$ cat src/sv/event_report_rate_limiter_assert.svh
// Assertion macros for the event report rate limiter.
`ifndef EVENT_REPORT_RATE_LIMITER_ASSERT_SVH
`define EVENT_REPORT_RATE_LIMITER_ASSERT_SVH

// Checked only outside reset.
`define ERL_ASSERT(lbl, prop, msg) \
    lbl: assert property (@(posedge i_clk) disable iff (!i_rst_n) prop) else $error(msg);

// Checked in every cycle, reset included.
`define ERL_ASSERT_ALWAYS(lbl, prop, msg) \
    lbl: assert property (@(posedge i_clk) prop) else $error(msg);

`endif

$ cat src/sv/erl_pkg.sv
// Shared types and constants of the event report rate limiter.
package erl_pkg;

    localparam int NUM_CODES_DEF    = 32;
    localparam int NUM_CHANNELS_DEF = 4;
    localparam int FIFO_DEPTH       = 2;

    localparam int CFG_ADDR_W = 3;
    localparam int CFG_DATA_W = 32;
    localparam int IN_DATA_W  = 48;
    localparam int OUT_DATA_W = 40;

    localparam logic [CFG_ADDR_W-1:0] REG_INTERVAL  = 3'd0;
    localparam logic [CFG_ADDR_W-1:0] REG_MAX_CODE  = 3'd1;
    localparam logic [CFG_ADDR_W-1:0] REG_IMM_MASK  = 3'd2;
    localparam logic [CFG_ADDR_W-1:0] REG_FAULT     = 3'd3;
    localparam logic [CFG_ADDR_W-1:0] REG_RECOVERED = 3'd4;
    localparam logic [CFG_ADDR_W-1:0] REG_CHAN_A    = 3'd5;
    localparam logic [CFG_ADDR_W-1:0] REG_CHAN_B    = 3'd6;

    localparam logic [31:0] INTERVAL_RST  = 32'd1000000;
    localparam logic [4:0]  MAX_CODE_RST  = 5'd31;
    localparam logic [31:0] IMM_MASK_RST  = 32'd0;
    localparam logic [7:0]  FAULT_RST     = 8'd0;
    localparam logic [7:0]  RECOVERED_RST = 8'd0;
    localparam logic [7:0]  CHAN_A_RST    = 8'd1;
    localparam logic [7:0]  CHAN_B_RST    = 8'd2;

    localparam logic [1:0] HEALTH_UNKNOWN = 2'd0;
    localparam logic [1:0] HEALTH_OK      = 2'd1;
    localparam logic [1:0] HEALTH_FAULT   = 2'd2;

    localparam logic [31:0] COUNT_MAX = 32'hFFFF_FFFF;

    typedef struct packed {
        logic [7:0]  channel_b_id;
        logic [7:0]  channel_a_id;
        logic [7:0]  recovered_code;
        logic [7:0]  fault_code;
        logic [31:0] immediate_mask;
        logic [4:0]  max_code;
    } t_erl_cfg;

    typedef struct packed {
        logic        immediate;
        logic [31:0] event_time;
        logic [1:0]  health_a;
        logic [1:0]  health_b;
        logic        health_changed;
    } t_erl_cmd;

    typedef struct packed {
        logic        seen;
        logic [31:0] last_time;
        logic [31:0] count;
    } t_erl_entry;

    typedef struct packed {
        logic        health_changed;
        logic [1:0]  health_b;
        logic [1:0]  health_a;
        logic [31:0] suppressed_total;
        logic        summary_valid;
        logic        report;
    } t_erl_result;

endpackage

$ cat src/sv/erl_front.sv
// Front end: accepts events, classifies them and updates the link health states.
module erl_front
    import erl_pkg::*;
#(
    parameter int NUM_CODES    = NUM_CODES_DEF,
    parameter int NUM_CHANNELS = NUM_CHANNELS_DEF,
    parameter int IDX_W        = 7
) (
    input  logic                 i_clk,
    input  logic                 i_rst_n,
    input  t_erl_cfg             i_cfg,
    input  logic                 i_valid,
    output logic                 o_ready,
    input  logic [IN_DATA_W-1:0] i_data,
    input  logic                 i_blocked,
    output logic                 o_push,
    output t_erl_cmd             o_cmd,
    output logic [IDX_W-1:0]     o_idx
);

    logic [7:0]  w_code, w_chan;
    logic [31:0] w_ts;
    logic [15:0] w_lin;
    logic        w_immediate, w_is_fault, w_is_rec, w_changed;
    logic [1:0]  r_health_a, r_health_b, n_health_a, n_health_b, w_new;

    assign w_code = i_data[7:0];
    assign w_chan = i_data[15:8];
    assign w_ts   = i_data[47:16];

    assign o_ready = !i_blocked;
    assign o_push  = i_valid && o_ready;

    // Codes 32 and up have no mask bit.
    assign w_immediate = (w_code[4:0] > i_cfg.max_code) || (w_code[7:5] != 3'd0) ||
                         (16'(w_code) >= 16'(NUM_CODES)) ||
                         (16'(w_chan) >= 16'(NUM_CHANNELS)) ||
                         (i_cfg.immediate_mask[w_code[4:0]] && (w_code[7:5] == 3'd0));

    assign w_lin = 16'(w_code) * 16'(NUM_CHANNELS) + 16'(w_chan);
    assign o_idx = w_lin[IDX_W-1:0];

    assign w_is_fault = (w_code == i_cfg.fault_code);
    assign w_is_rec   = (w_code == i_cfg.recovered_code);
    assign w_new      = w_is_fault ? HEALTH_FAULT : HEALTH_OK;

    // Channel A takes precedence when both ids match.
    always_comb begin
        n_health_a = r_health_a;
        n_health_b = r_health_b;
        w_changed  = 1'b0;
        if (w_is_fault || w_is_rec) begin
            if (w_chan == i_cfg.channel_a_id) begin
                n_health_a = w_new;
                w_changed  = 1'b1;
            end else if (w_chan == i_cfg.channel_b_id) begin
                n_health_b = w_new;
                w_changed  = 1'b1;
            end
        end
    end

    assign o_cmd.immediate      = w_immediate;
    assign o_cmd.event_time     = w_ts;
    assign o_cmd.health_a       = n_health_a;
    assign o_cmd.health_b       = n_health_b;
    assign o_cmd.health_changed = w_changed;

    always_ff @(posedge i_clk) begin
        if (!i_rst_n) begin
            r_health_a <= HEALTH_UNKNOWN;
            r_health_b <= HEALTH_UNKNOWN;
        end else if (o_push) begin
            r_health_a <= n_health_a;
            r_health_b <= n_health_b;
        end
    end

endmodule

$ cat config.mk
export PLATFORM = sky130hd
export DESIGN_NAME = erl_front
export DESIGN_NICKNAME = d
export VERILOG_FILES = /design/src/sv/event_report_rate_limiter_assert.svh /design/src/sv/erl_pkg.sv /design/src/sv/erl_front.sv
export SDC_FILE = /design/constraint.sdc
export NUM_CORES = 1
export LEC_CHECK = 0
export ABC_AREA = 1
export BUFFER_PORTS_ARGS = -buffer_cell sky130_fd_sc_hd__buf_2
export CAP_MARGIN = 20
export CORE_UTILIZATION = 39
export DETAILED_ROUTE_END_ITERATION = 7
export PLACE_DENSITY = 0.87
export SLEW_MARGIN = 0
export SYNTH_ARGS = -nofsm -noshare
export SYNTH_HDL_FRONTEND = slang
export SYNTH_SLANG_ARGS = --single-unit
$ cat constraint.sdc
create_clock -name i_clk -period 2.3 [get_ports i_clk]
set_clock_uncertainty 0.05 [all_clocks]
set_input_delay 0.345 -clock i_clk [delete_from_list [all_inputs] [get_ports i_clk]]
set_output_delay 0.345 -clock i_clk [all_outputs]
set_load 0.01 [all_outputs]
==> qor.txt <==
R2r endpoint = r_health_b[0]
Total number of yosys warnings = 0
Final setup vio count = 0
Cell Area, Placed = 1920 um2
Pwr Total = 0.566 mW
First-pass GRT wire length = 7360 um
Logic pwr share = 59.1%
Layout area overhead = 19.1%
Hold path startpoint = i_rst_n
Post-synth top area share = 16.9%
Initial Utilization = 40.9%
Grt ovf = 0
Wire per inst = 11.4 um
Num ports = 168
Sw Share = 39.0%
Post-synthesis sequential area ratio = 4.86%
Maximum vdd drop = 133 uV
Most frequent cells in the layout = buf_2, nand2_1, nor2_1
DRC = 0
CTS tree = done
Arr. time, crit path = 1.66 ns
Fin util = 48.7%
P_sw = 0.221 mW
Post-Synthesis Cells = 286
DP HPWL = 3860 um
CP Capture Type = output pin
Std cell rows = 23
Hold Crit Class = in2reg
Worst Setup SP = i_data[0]
CTS Hold Bufs = 0
CTS resizes = 0
Post-route cell area = 1960 um2
Fmax = 488 MHz
RSZ-0062 raised after global routing = no
Setup TNS = 0 ns
Total Routing Usage GR = 21.5%
Pre-CTS WS = 0.247 ns
Final WS setup = 0.249 ns
Pwr dens = 288 nW/um2
Top area cells in the synthesized netlist = buf_4, nand2_1, xnor2_1, nor2_1, inv_1
Mapped cell area = 1650 um2
Layout cells sized above 1 = 36.8%
Vias in the first global route = 1750
Clk root buf = clkbuf_8
WHS Path Cells = 3
Least-Margin Pin Slew = 0.235 ns
Crit start category = input port
Worst-Skew Late Latency = 0.22 ns
Clock slew at reported path FFs = 0.03 ns
GP Congestion = 0.853
Synth area leader = buf_4
Crit path kind = in2out
WL final = 4570 um
TritonCTS Sinks = 4
Number of synthesized register bits = 4
DIE WIDTH = 67 um
Syn_nets = 417
DR vias = 1830
Fin. Hold Viols = 0
Post-DRT Antenna Nets = 0
Critical path peak fanout = 19
Commonest non-fill, non-tap cell in the layout = buf_2
Tmin final = 2.05 ns
Core area = 4030 um2
Worst Hold End = r_health_a[0]
Layout Nets = 484
Cts bufs inserted = 3
Final Max Slew Viols = 0
DR iter-0 viols = 102
I/O Buffers = 103
Setup Buffers After CTS = 0
Avg Inst Size Synth = 5.76 um2
Unique masters post-synth = 27
Die area = 4490 um2
Vias/cell = 4.56
Diodes inserted = 0
Worst R2R Path Depth = 2
Initial antenna violation count = 0
Max-cap violations = 0
Slew HR = 84.2%
Die H = 67 um
Flop2flop setup slack = 1.53 ns
# H-tree levels = 1
Clk pwr share = 27.3%
Worst EP required = 1.90 ns
Leak = 1.15 nW
Sequential fraction of design power = 13.6%
Largest net degree at the start of global routing = 20
Status = finished, final reports clean
Pre-antenna DRT Iters = 4
Clock Path Buffers = 2
Final period utilization = 89.2%
P_int = 0.345 mW
FF-to-FF Start = r_health_b[0]
-- state kept, by name, indices dropped and copies added, names as in the netlist --
register and cells:
r_health_a 2, r_health_b 2
-- cell usage after synthesis (all sizes together) --
library cell / number
a21oi: 6
a2bb2oi: 1
buf: 43
clkinv: 1
dfxtp: 4
fa: 1
ha: 9
inv: 40
nand2: 67
nand3: 9
nand4: 1
nor2: 45
nor3: 1
nor4: 1
o211ai: 8
o21ai: 25
xnor2: 21
xor2: 3
-- worst max path at each step --
stage / endpoint / slack (ns) / cells past startpoint
after floorplan: o_idx[6] / 0.43 / 5
after global placement: o_idx[6] / 0.22 / 7
after detailed placement: o_idx[6] / 0.25 / 6
after CTS: o_idx[6] / 0.23 / 6
after global routing: o_cmd[37] / 0.10 / 10
final: o_cmd[37] / 0.25 / 10
-- stage by stage --
stage / cells / hold WS, ns
3_3_place_gp: 398 / 0.474
2_1_floorplan: 286 / 0.433
4_1_cts: 401 / 0.360
5_1_grt: 401 / 0.363
6_report: 401 / 0.363
3_5_place_dp: 398 / 0.483
-- critical path, cell delays in order --
cell and delay [ns]:
buf_2 0.10, buf_4 0.22, inv_2 0.15, ha_1 0.20
o21ai_0 0.15, nand3_1 0.09, a2bb2oi_1 0.13, nor2_1 0.05
nand3_1 0.08, buf_2 0.13
-- cell families (layout without fill, tap and decap cells) --
kind of cell	after synthesis	after routing	share of synthesized area, %
AOI/OAI and AO/OA	40	40	13.8
xor gates and xnor gates	24	24	12.8
adders and majority gates	10	10	8.05
buffers and inverters	84	149	28.8
DFF	4	4	4.86
and+or+nand+nor	124	124	31.7
-- cell type report --
class,instances,area (um2)
sequential,4,80.1
inverter,41,154
timing repair buffer,105,531
fill,454,2070
clock buffer,3,41.3
tap,50,62.6
multi-input combinational,198,1090
-- power groups by stage --
stage | clock, mW | combinational (mW) | sequential, mW
floorplan | 0 | 0.255 | 0.0769
global placement | 0 | 0.329 | 0.0772
finish | 0.154 | 0.335 | 0.0768
global route | 0.166 | 0.378 | 0.0772
detailed placement | 0 | 0.335 | 0.0775
CTS | 0.156 | 0.337 | 0.0768
-- routing by layer --
layer / vias up / share of wire, % / track usage (%)
met5: - / 0 / 0
li1: 981 / - / -
met2: 63 / 49 / 37.9
met3: 15 / 6.6 / 2.74
met4: 0 / 1.8 / 9.04
met1: 771 / 42 / 25.6
(Power assumes the default switching activity.)
