$ cat src/sv/event_report_rate_limiter_assert.svh
// Assertion macros for the event report rate limiter.
`ifndef EVENT_REPORT_RATE_LIMITER_ASSERT_SVH
`define EVENT_REPORT_RATE_LIMITER_ASSERT_SVH

// Checked only outside reset.
`define ERL_ASSERT(lbl, prop, msg) \
    lbl: assert property (@(posedge i_clk) disable iff (!i_rst_n) prop) else $error(msg);

// Checked in every cycle, reset included.
`define ERL_ASSERT_ALWAYS(lbl, prop, msg) \
    lbl: assert property (@(posedge i_clk) prop) else $error(msg);

`endif

$ cat src/sv/erl_pkg.sv
// Shared types and constants of the event report rate limiter.
package erl_pkg;

    localparam int NUM_CODES_DEF    = 32;
    localparam int NUM_CHANNELS_DEF = 4;
    localparam int FIFO_DEPTH       = 2;

    localparam int CFG_ADDR_W = 3;
    localparam int CFG_DATA_W = 32;
    localparam int IN_DATA_W  = 48;
    localparam int OUT_DATA_W = 40;

    localparam logic [CFG_ADDR_W-1:0] REG_INTERVAL  = 3'd0;
    localparam logic [CFG_ADDR_W-1:0] REG_MAX_CODE  = 3'd1;
    localparam logic [CFG_ADDR_W-1:0] REG_IMM_MASK  = 3'd2;
    localparam logic [CFG_ADDR_W-1:0] REG_FAULT     = 3'd3;
    localparam logic [CFG_ADDR_W-1:0] REG_RECOVERED = 3'd4;
    localparam logic [CFG_ADDR_W-1:0] REG_CHAN_A    = 3'd5;
    localparam logic [CFG_ADDR_W-1:0] REG_CHAN_B    = 3'd6;

    localparam logic [31:0] INTERVAL_RST  = 32'd1000000;
    localparam logic [4:0]  MAX_CODE_RST  = 5'd31;
    localparam logic [31:0] IMM_MASK_RST  = 32'd0;
    localparam logic [7:0]  FAULT_RST     = 8'd0;
    localparam logic [7:0]  RECOVERED_RST = 8'd0;
    localparam logic [7:0]  CHAN_A_RST    = 8'd1;
    localparam logic [7:0]  CHAN_B_RST    = 8'd2;

    localparam logic [1:0] HEALTH_UNKNOWN = 2'd0;
    localparam logic [1:0] HEALTH_OK      = 2'd1;
    localparam logic [1:0] HEALTH_FAULT   = 2'd2;

    localparam logic [31:0] COUNT_MAX = 32'hFFFF_FFFF;

    typedef struct packed {
        logic [7:0]  channel_b_id;
        logic [7:0]  channel_a_id;
        logic [7:0]  recovered_code;
        logic [7:0]  fault_code;
        logic [31:0] immediate_mask;
        logic [4:0]  max_code;
    } t_erl_cfg;

    typedef struct packed {
        logic        immediate;
        logic [31:0] event_time;
        logic [1:0]  health_a;
        logic [1:0]  health_b;
        logic        health_changed;
    } t_erl_cmd;

    typedef struct packed {
        logic        seen;
        logic [31:0] last_time;
        logic [31:0] count;
    } t_erl_entry;

    typedef struct packed {
        logic        health_changed;
        logic [1:0]  health_b;
        logic [1:0]  health_a;
        logic [31:0] suppressed_total;
        logic        summary_valid;
        logic        report;
    } t_erl_result;

endpackage

$ cat src/sv/erl_fifo.sv
// Small command queue between the classifier and the table engine.
module erl_fifo
    import erl_pkg::*;
#(
    parameter int WIDTH = 8,
    parameter int DEPTH = FIFO_DEPTH
) (
    input  logic             i_clk,
    input  logic             i_rst_n,
    input  logic             i_push,
    input  logic [WIDTH-1:0] i_data,
    output logic             o_full,
    input  logic             i_pop,
    output logic             o_valid,
    output logic [WIDTH-1:0] o_data
);

    localparam int PTR_W = (DEPTH > 1) ? $clog2(DEPTH) : 1;
    localparam int CNT_W = $clog2(DEPTH + 1);
    localparam logic [PTR_W-1:0] PTR_LAST = PTR_W'(DEPTH - 1);
    localparam logic [CNT_W-1:0] CNT_FULL = CNT_W'(DEPTH);

    logic [WIDTH-1:0] r_mem [DEPTH];
    logic [PTR_W-1:0] r_wptr, r_rptr;
    logic [CNT_W-1:0] r_count;
    logic             w_push, w_pop;

    assign o_full  = (r_count == CNT_FULL);
    assign o_valid = (r_count != '0);
    assign o_data  = r_mem[r_rptr];
    assign w_push  = i_push && !o_full;
    assign w_pop   = i_pop && o_valid;

    always_ff @(posedge i_clk) begin
        if (w_push) begin
            r_mem[r_wptr] <= i_data;
        end
    end

    always_ff @(posedge i_clk) begin
        if (!i_rst_n) begin
            r_wptr  <= '0;
            r_rptr  <= '0;
            r_count <= '0;
        end else begin
            if (w_push) begin
                r_wptr <= (r_wptr == PTR_LAST) ? '0 : r_wptr + 1'b1;
            end
            if (w_pop) begin
                r_rptr <= (r_rptr == PTR_LAST) ? '0 : r_rptr + 1'b1;
            end
            if (w_push && !w_pop) begin
                r_count <= r_count + 1'b1;
            end else if (w_pop && !w_push) begin
                r_count <= r_count - 1'b1;
            end
        end
    end

endmodule

$ cat config.mk
export PLATFORM = sky130hd
export DESIGN_NAME = erl_fifo
export DESIGN_NICKNAME = d
export VERILOG_FILES = /design/src/sv/event_report_rate_limiter_assert.svh /design/src/sv/erl_pkg.sv /design/src/sv/erl_fifo.sv
export SDC_FILE = /design/constraint.sdc
export NUM_CORES = 1
export LEC_CHECK = 0
export ABC_CLOCK_PERIOD_IN_PS = 5200
export BUFFER_PORTS_ARGS = -buffer_cell sky130_fd_sc_hd__buf_2
export CAP_MARGIN = 20
export CORE_UTILIZATION = 50
export CTS_BUF_LIST = sky130_fd_sc_hd__clkbuf_8
export DETAILED_ROUTE_END_ITERATION = 10
export PLACE_DENSITY = 0.83
export SLEW_MARGIN = 0
export SYNTH_ARGS = -nofsm -noshare
export SYNTH_HDL_FRONTEND = slang
export SYNTH_SLANG_ARGS = --single-unit
$ cat constraint.sdc
create_clock -name i_clk -period 5.2 [get_ports i_clk]
set_clock_uncertainty 0.2 [all_clocks]
set_input_delay 0.52 -clock i_clk [delete_from_list [all_inputs] [get_ports i_clk]]
set_output_delay 0.52 -clock i_clk [all_outputs]
set_load 0.03 [all_outputs]
==> run metrics, run 1 <==
initial antenna violation count=0; setup repair bufs after CTS=0; total wire length=1180 µm; first-pass GRT wire length=1970 µm; vias in the first global route=483; Placed Area=926 µm²; clock latency on the worst-skew pair=0.25 ns; commonest non-fill, non-tap cells in the layout=buf_2 (21), edfxtp_1 (16), mux2_2 (8), dfxtp_1 (5); vias=452; Hold Crit Class=input pin to flip-flop; met2 usage=0.263; final non-filler cell total=91; CP Cell Sequence=mux2_2 -> buf_2; Yosys warnings=0; Die ar.=1780 µm²; outcome=finished, final reports clean; largest net degree at the start of global routing=12; Yosys cell types=17; clk slew on worst S/H paths=0.07 ns; setup ws final=3.14 ns; Final Cycle Share=0.397; delay-heaviest family, CP=flip-flops; CP max stage delay=0.53 ns; dpl ws=3.29 ns; drc violations=0; # rows=14; startpoint type of the worst setup path=flip-flop; Reg2Reg Setup Slack=3.39 ns; RSZ-0062 raised after global routing=no; Final min period=2.06 ns; Via density=4.97; Fin Hold WS=0.254 ns; Layout area overhead=20.5%; GRT overflow=0; Die Wd=42.1 µm; Hold Path Origin=i_data[4]; CORE AREA=1510 µm²; Die Ht=42.1 µm; Slew @ Worst Pin=0.655 ns; clk root buf=clkbuf_8; count of final hold-check violations=0; Crit Path Max Fanout=8; Synth Net Count=64; Initial Utilization=0.535; hold path cells=1; Most Crowded Layer GR=met2; hold worst-path end=r_mem[0][4]$_DFFE_PP_; Slew Viols, Final=0; post_cts resized=0; Critical Path RT=4.48 ns; ant diodes=0; total track usage=0.157; GR Layer Usage met1=0.178; FF-to-FF Start=r_count[0]$_SDFFE_PN0P_; Worst EP arrival=1.34 ns; 1st-iter DRT viols=0; Crit Path Category=flip-flop to output pin; drt pass-1 iters=1; global placer's final weighted congestion=0.684; I/O pin count=22; layout cells sized above 1=0.453; IO buf count=21; total power draw=0.514 mW; Routed WL per cell=13.0 µm; DP Cell Count=87; power density cells=529 nW/µm²; hold_buf cts=0; Setup crit end kind=output pin; Finished Cell Area=971 µm²; R2R depth=6; CTS tree=built; H-tree levels=1; setup TNS=0 ns; Max Cap Violations=0; Synth Cell Area=806 µm²; slowest stage cell, crit path=dfxtp_1; Final ANT Viol Nets=0; Seq cells post-synth=21; post-synthesis sequential area ratio=0.720; CP bufs+invs=1; CTS sink count=21; HPWL Detailed=879 µm; fmax=0.485 GHz; # setup viols final=0; met3 Use GR=0.0560; commonest non-fill, non-tap cell in the layout=buf_2; worst rel slew slack=0.561; RR Endpoint=r_count[1]$_SDFFE_PN0P_; Leak Pwr=0.404 nW; Util after Layout=0.645; VDD IR max=0.000249 V; nets=89; CTS Buf Count=3; syn_area_per_cell=15.8 µm²; synthesized instance count=51; clk buf depth=2
worst max-delay path by stage:
stage	startpoint	to	slack [ns]	cells past startpoint
after floorplan	r_count[0]$_SDFFE_PN0P_	r_count[1]$_SDFFE_PN0P_	3.34	6
final	flip-flop	o_data[1]	3.14	2
after global placement	i_pop	r_count[1]$_SDFFE_PN0P_	3.36	5
after CTS	flip-flop	o_data[1]	3.11	2
after global routing	flip-flop	o_data[4]	3.09	2
after detailed placement	i_pop	r_count[1]$_SDFFE_PN0P_	3.29	5
metal layers:
layer / wire (µm) / vias to the layer above
met1: 511 / 206
met2: 597 / 14
met3: 63 / 2
li1: - / 230
met5: 0 / -
met4: 11 / 0
cell type report:
class / count / area (µm²)
inverter: 3 / 11.3
fill: 113 / 536
tap: 16 / 20.0
multi-input combinational: 26 / 209
clock inverter: 1 / 3.75
timing repair buffer: 21 / 105
sequential: 21 / 581
clock buffer: 3 / 41.3
cells by family (layout without fill, tap and decap cells):
group	after synthesis	count (layout)	synth area share
AOI/OAI and AO/OA	5	5	0.0373
adders and majority gates	1	1	0.0155
muxes	8	8	0.112
buffers and inverters	4	28	0.0202
xor gates and xnor gates	3	3	0.0326
DFF	21	21	0.721
and+or+nand+nor	9	9	0.0621
Yosys cell counts:
cell,instances,area share
xor2_1,3,0.033
nand2b_1,1,0.0078
buf_2,1,0.0062
mux2_2,8,0.11
nor2_1,4,0.019
nor3_2,1,0.012
or2_2,1,0.0078
and3_1,1,0.0078
a21boi_0,1,0.0093
o21ai_0,2,0.012
edfxtp_1,16,0.60
a21oi_1,1,0.0062
or3_1,1,0.0078
ha_1,1,0.016
dfxtp_1,5,0.12
o21a_1,1,0.0093
inv_1,3,0.014
report_power, final:
part           switching (mW)  internal (mW)
logic                   0.110         0.0686
clock network          0.0468         0.0524
registers              0.0216          0.214
total                   0.178          0.335
sequential cells by signal (all words and copies together) (netlist names), named ones only:
| name | cells |
|---|---|
| r_wptr | 1 |
| r_count | 2 |
| r_mem | 16 |
| r_rptr | 1 |
Power figures use the tool's default switching activity.
==> inputs of run 2 (changes only) <==
--- a/config.mk
+++ b/config.mk
@@ -5,13 +5,13 @@
 export SDC_FILE = /design/constraint.sdc
 export NUM_CORES = 1
 export LEC_CHECK = 0
-export ABC_CLOCK_PERIOD_IN_PS = 5200
+export ABC_CLOCK_PERIOD_IN_PS = 1700
 export BUFFER_PORTS_ARGS = -buffer_cell sky130_fd_sc_hd__buf_2
 export CAP_MARGIN = 20
-export CORE_UTILIZATION = 50
+export CORE_UTILIZATION = 47
 export CTS_BUF_LIST = sky130_fd_sc_hd__clkbuf_8
 export DETAILED_ROUTE_END_ITERATION = 10
-export PLACE_DENSITY = 0.83
+export PLACE_DENSITY = 0.82
 export SLEW_MARGIN = 0
 export SYNTH_ARGS = -nofsm -noshare
 export SYNTH_HDL_FRONTEND = slang
==> constraint.sdc (replaced) <==
create_clock -name i_clk -period 1.7 [get_ports i_clk]
set_clock_uncertainty 0.2 [all_clocks]
set_input_delay 0.17 -clock i_clk [delete_from_list [all_inputs] [get_ports i_clk]]
set_output_delay 0.17 -clock i_clk [all_outputs]
set_load 0.03 [all_outputs]
==> run metrics, run 2 (synthesis results as in run 1) <==
# setup viols final=0 (unchanged); CTS sink count=21 (unchanged); clock latency on the worst-skew pair=0.25 ns (about the same); total wire length=1330 µm (was 1180 µm); Critical Path Start=r_count[0]$_SDFFE_PN0P_; vias in the first global route=480 (was 483); R2R depth=4 (was 6); FF-to-FF Start=r_count[0]$_SDFFE_PN0P_ (unchanged); Finished Cell Area=1120 µm² (was 971 µm²); drt pass-1 iters=4 (was 1); Leak Pwr=0.462 nW (was 0.404 nW); largest net degree at the start of global routing=13 (was 12); Layout area overhead=39.4% (was 20.5%); clk slew on worst S/H paths=0.07 ns (about the same); # rows=14 (unchanged); Die Wd=43.4 µm (was 42.1 µm); Crit Path Category=flip-flop to flip-flop (was flip-flop to output pin); drc violations=0 (unchanged); Worst EP arrival=1.62 ns (was 1.34 ns); power density cells=1520 nW/µm² (was 529 nW/µm²); initial antenna violation count=0 (unchanged); I/O pin count=22 (unchanged); vias=519 (was 452); Final min period=1.64 ns; max FFs per register=16 (unchanged); largest reg by FF count=r_mem (unchanged); Slew @ Worst Pin=0.399 ns (was 0.655 ns); ant diodes=0 (unchanged); commonest non-fill, non-tap cells in the layout=buf_2 (21), edfxtp_1 (16), dlygate4sd3_1 (9), mux2_2 (8), buf_4 (4) (was buf_2 (21), edfxtp_1 (16), mux2_2 (8), dfxtp_1 (5)); top flop regs=r_mem x16, r_count x2 (unchanged); WL met2=725 µm (was 597 µm); outcome=finished, final reports clean (unchanged); Die ar.=1880 µm² (was 1780 µm²); total power draw=1.71 mW (was 0.514 mW); layout cells sized above 1=0.523 (was 0.453); clk root buf=clkbuf_8 (unchanged); Reg2Reg Setup Slack=0.06 ns (was 3.39 ns); Setup crit end kind=flip-flop (was output pin); commonest non-fill, non-tap cell in the layout=buf_2 (unchanged); RSZ-0062 raised after global routing=no (unchanged); worst rel slew slack=0.734 (was 0.561); global placer's final weighted congestion=0.667 (was 0.684); CTS Buf Count=3 (unchanged); Die Ht=43.4 µm (was 42.1 µm); Final ANT Viol Nets=0 (unchanged); highest metal used=met4 (unchanged); Fin Hold WS=0.0804 ns (was 0.254 ns); met3 wire length=43 µm (was 63 µm); clk buf depth=2 (unchanged); Final Cycle Share=0.966; 1st-iter DRT viols=5 (was 0); Util after Layout=0.721 (was 0.645); count of final hold-check violations=0 (unchanged); VDD IR max=0.000828 V (was 0.000249 V); Placed Area=958 µm² (was 926 µm²); Max Cap Violations=0 (unchanged); GRT overflow=0 (unchanged); met1 wire length=555 µm (was 511 µm); Slew Viols, Final=0 (unchanged); IO buf count=21 (unchanged); HPWL Detailed=835 µm (was 879 µm); startpoint type of the worst setup path=flip-flop (unchanged); Critical Path RT=1.68 ns (was 4.48 ns); CTS tree=built (unchanged); Hold Crit Class=input pin to flip-flop (unchanged); Crit Path Max Fanout=5 (was 8); RR Endpoint=r_count[1]$_SDFFE_PN0P_ (unchanged); first-pass GRT wire length=1970 µm (unchanged); total track usage=0.152 (was 0.157); Initial Utilization=0.517 (was 0.535); fmax=0.609 GHz; Via density=4.99 (was 4.97); nets=102 (was 89); CORE AREA=1560 µm² (was 1510 µm²); Routed WL per cell=12.8 µm (was 13.0 µm); CP endpoint=r_count[1]$_SDFFE_PN0P_ (was o_data[1]); H-tree levels=1 (unchanged)
==> run 2: changes by cell type in the layout (fill, tap and decap cells not counted), sizes merged <==
cell	delta
inv	-1
dlygate4sd3	+9
clkinv	+1
buf	+4
==> run 2: timing repair <==
action                     4_1_cts  5_1_grt
gates resized for setup          2        6
hold buffers                     9        0
pin swaps                        0        1
setup endpoints to repair        9        1
hold endpoints to repair        17        0
setup buffers                    0        1
==> run 2: final cells by class <==
class                           instances  area [µm²]
Clock buffer                            3        41.3
Fill cell                             119         435
Inverter                                3        13.8
Sequential cell                        21         587
Multi-Input combinational cell         26         231
Clock inverter                          1        5.00
Tap cell                               16        20.0
Timing Repair Buffer                   34         225
==> run 2: through the flow <==
| stage | TNS (ns) | cells | worst slack, ns |
|---|---|---|---|
| after floorplan | 0 | 51 | 0.0138 |
| after global placement | 0 | 90 | 0.0475 |
| after detailed placement | -0.0114 | 90 | -0.0114 |
| after CTS | 0 | 103 | 0.0457 |
| after global routing | 0 | 104 | 0.00228 |
| final | 0 | 104 | 0.0583 |
==> run 2: metal layers <==
layer,up-vias,GRT usage
met4,0,0.0750
met2,15,0.282
li1,256,-
met3,2,0.0375
met5,-,0
met1,246,0.159
==> run 2: worst min path at each step <==
| stage | startpoint | endpoint | slack, ns | cells after the start |
|---|---|---|---|---|
| final | i_push | r_wptr$_SDFFE_PN0N_ | 0.08 | 3 |
| after global routing | i_push | r_wptr$_SDFFE_PN0N_ | 0.10 | 3 |
| after CTS | i_push | r_wptr$_SDFFE_PN0N_ | 0.08 | 3 |
| after detailed placement | i_data[3] | r_mem[0][3]$_DFFE_PP_ | 0.16 | 1 |
| after global placement | i_data[2] | r_mem[1][2]$_DFFE_PP_ | 0.16 | 1 |
| after floorplan | i_data[0] | r_mem[0][0]$_DFFE_PP_ | 0.07 | 0 |
==> run 2: worst max-delay path, stage by stage, from the launching register on <==
cell	delay [ns]
dfxtp_4	0.36
o21ai_1	0.27
ha_4	0.26
or3_1	0.37
a21oi_1	0.12
==> run 2: power by group <==
part | internal [mW] | switching [mW] | total (mW)
combinational | 0.294 | 0.367 | 0.661
sequential | 0.666 | 0.0761 | 0.742
clock | 0.163 | 0.145 | 0.307
total | 1.12 | 0.588 | 1.71
==> inputs of run 3 (changes only) <==
--- a/config.mk
+++ b/config.mk
@@ -12,6 +12,7 @@
 export CTS_BUF_LIST = sky130_fd_sc_hd__clkbuf_8
 export DETAILED_ROUTE_END_ITERATION = 10
 export PLACE_DENSITY = 0.82
+export SETUP_SLACK_MARGIN = 0.3
 export SLEW_MARGIN = 0
 export SYNTH_ARGS = -nofsm -noshare
 export SYNTH_HDL_FRONTEND = slang
==> run metrics, run 3 (synthesis results as in run 1) <==
footprint of the multi-input gates=285 µm² (was 231 µm²); total track usage=0.176 (was 0.152); delay-heaviest family, CP=simple AND/OR/NAND/NOR gates (was compound AO/OA/AOI/OAI gates); drt pass-1 iters=7 (was 4); clk root buf=clkbuf_8 (unchanged); Sequential Power Share=0.377 (was 0.434); DP Cell Count=88 (was 90); vias in the first global route=537 (was 480); Reg2Reg Setup Slack=0.09 ns (was 0.06 ns); Final ANT Viol Nets=0 (unchanged); GRT overflow=0 (unchanged); VDD IR max=0.00118 V (was 0.000828 V); commonest non-fill, non-tap cell in the layout=edfxtp_1 (was buf_2); I/O pin count=22 (unchanged); outcome=finished, violations left (was finished, final reports clean); Routed WL per cell=14.9 µm (was 12.8 µm); max FFs per register=16 (unchanged); Util after Layout=0.817 (was 0.721); Critical Path RT=1.67 ns (was 1.68 ns); startpoint type of the worst setup path=flip-flop (unchanged); Setup crit end kind=flip-flop (unchanged); CP max stage delay=0.36 ns (was 0.37 ns); Crit Path Max Fanout=3 (was 5); CTS Buf Count=3 (unchanged); Hold Crit Class=input pin to flip-flop (unchanged); top flop regs=r_mem x16, r_count x2 (unchanged); 1st-iter DRT viols=6 (was 5); Gate power share=0.477 (was 0.387); Final Cycle Share=0.945 (was 0.966); CP Cell Sequence=nand2b_4 -> inv_6 -> nor2_4 -> ha_4 -> or3_1 -> a21oi_1 (was o21ai_1 -> ha_4 -> or3_1 -> a21oi_1); Slew Viols, Final=0 (unchanged); RSZ-0062 raised after global routing=yes (was no); fillers=77 (was 119); Crit Path Category=flip-flop to flip-flop (unchanged); failing checks=DRC; FF-to-FF Start=r_count[0]$_SDFFE_PN0P_ (unchanged); CTS sink count=21 (unchanged); ant diodes=0 (unchanged); count of final hold-check violations=0 (unchanged); Max Cap Violations=0 (unchanged); Clk pwr share=0.146 (was 0.180); Via density=4.93 (was 4.99); clk slew on worst S/H paths=0.06 ns (was 0.07 ns); Hold Path Origin=i_push (unchanged); Slew @ Worst Pin=0.216 ns (was 0.399 ns); Die ar.=1880 µm² (unchanged); total wire length=1590 µm (was 1330 µm); largest net degree at the start of global routing=12 (was 13); power density cells=1580 nW/µm² (was 1520 nW/µm²); sw frac=0.333 (was 0.344); Leak Pwr=0.529 nW (was 0.462 nW); slowest stage cell, crit path=dfxtp_4 (was or3_1); clk buf depth=2 (unchanged); hold path cells=3 (unchanged); setup TNS=0 ns (unchanged); Die Ht=43.4 µm (unchanged); vias=528 (was 519); # setup viols final=0 (unchanged); commonest non-fill, non-tap cells in the layout=edfxtp_1 (16), buf_6 (12), buf_2 (11), dlygate4sd3_1 (9), mux2_4 (8) (was buf_2 (21), edfxtp_1 (16), dlygate4sd3_1 (9), mux2_2 (8), buf_4 (4)); worst rel slew slack=0.856 (was 0.734); storage element area=589 µm² (was 587 µm²); switching pwr=0.670 mW (was 0.588 mW); nets=105 (was 102); CTS tree=built (unchanged); clock latency on the worst-skew pair=0.24 ns (was 0.25 ns); R2R depth=6 (was 4); RR Endpoint=r_count[1]$_SDFFE_PN0P_ (unchanged); layout cells sized above 1=0.560 (was 0.523); Initial Utilization=0.517 (unchanged); H-tree levels=1 (unchanged); fmax=0.623 GHz (was 0.609 GHz); largest reg by FF count=r_mem (unchanged); IO buf count=21 (unchanged); HPWL Detailed=857 µm (was 835 µm); Int Power=1.34 mW (was 1.12 mW); Final min period=1.61 ns (was 1.64 ns); final non-filler cell total=107 (was 104); hold worst-path end=r_wptr$_SDFFE_PN0N_ (unchanged); initial antenna violation count=0 (unchanged); Layout area overhead=58.1% (was 39.4%); Die Wd=43.4 µm (unchanged); CP bufs+invs=1 (was 0); drc violations=2 (was 0); Worst EP arrival=1.58 ns (was 1.62 ns); global placer's final weighted congestion=0.615 (was 0.667); first-pass GRT wire length=2320 µm (was 1970 µm); CORE AREA=1560 µm² (unchanged); # rows=14 (unchanged)
run 3: power groups by stage:
| stage | registers, mW | logic (mW) | clock network, mW |
|---|---|---|---|
| floorplan | 0.707 | 0.497 | 0 |
| global placement | 0.737 | 0.594 | 0 |
| detailed placement | 0.745 | 0.608 | 0 |
| CTS | 0.754 | 0.845 | 0.301 |
| global route | 0.771 | 1.02 | 0.323 |
| finish | 0.758 | 0.958 | 0.294 |
run 3: timing repair:
item,CTS,global route
setup buffers,4,2
setup endpoints to repair,19,28
pin swaps,2,6
hold endpoints to repair,17,0
resized for setup,33,9
hold buffers,9,0
run 3: worst max path at each step:
stage	start	to	depth (start not counted)
2_1_floorplan	r_count[0]$_SDFFE_PN0P_	r_count[1]$_SDFFE_PN0P_	7
3_5_place_dp	r_count[0]$_SDFFE_PN0P_	r_count[1]$_SDFFE_PN0P_	7
5_1_grt	r_count[0]$_SDFFE_PN0P_	r_count[1]$_SDFFE_PN0P_	7
3_3_place_gp	r_count[0]$_SDFFE_PN0P_	r_count[1]$_SDFFE_PN0P_	7
6_report	r_count[0]$_SDFFE_PN0P_	r_count[1]$_SDFFE_PN0P_	6
4_1_cts	r_count[0]$_SDFFE_PN0P_	r_count[1]$_SDFFE_PN0P_	6
run 3: routing by layer:
metal	GRT usage	part of all wire	vias to the layer above
met4	0.0563	0.0038	0
met5	0	0	-
met3	0.0417	0.038	2
met2	0.321	0.58	15
met1	0.202	0.38	249
li1	-	-	262
run 3: metrics by stage:
step	hold WS, ns	total power, mW	setup WS (ns)	area (µm²)
floorplan	0.0689	1.20	0.0655	835
global placement	0.159	1.33	0.0985	962
detailed placement	0.162	1.35	0.0263	962
CTS	0.101	1.90	0.0659	1230
global route	0.116	2.11	0.0408	1270
finish	0.105	2.01	0.0939	1270
run 3: final cells by class:
type | instances | share of cell area
Sequential cell | 21 | 0.463
Timing Repair Buffer | 37 | 0.250
Multi-Input combinational cell | 26 | 0.224
Clock buffer | 3 | 0.0324
Tap cell | 16 | 0.0157
Inverter | 3 | 0.0128
Clock inverter | 1 | 0.00295
run 3: worst min-delay path: stages:
cell,delay (ns)
buf_2,0.10
a21boi_0,0.08
o21a_1,0.16
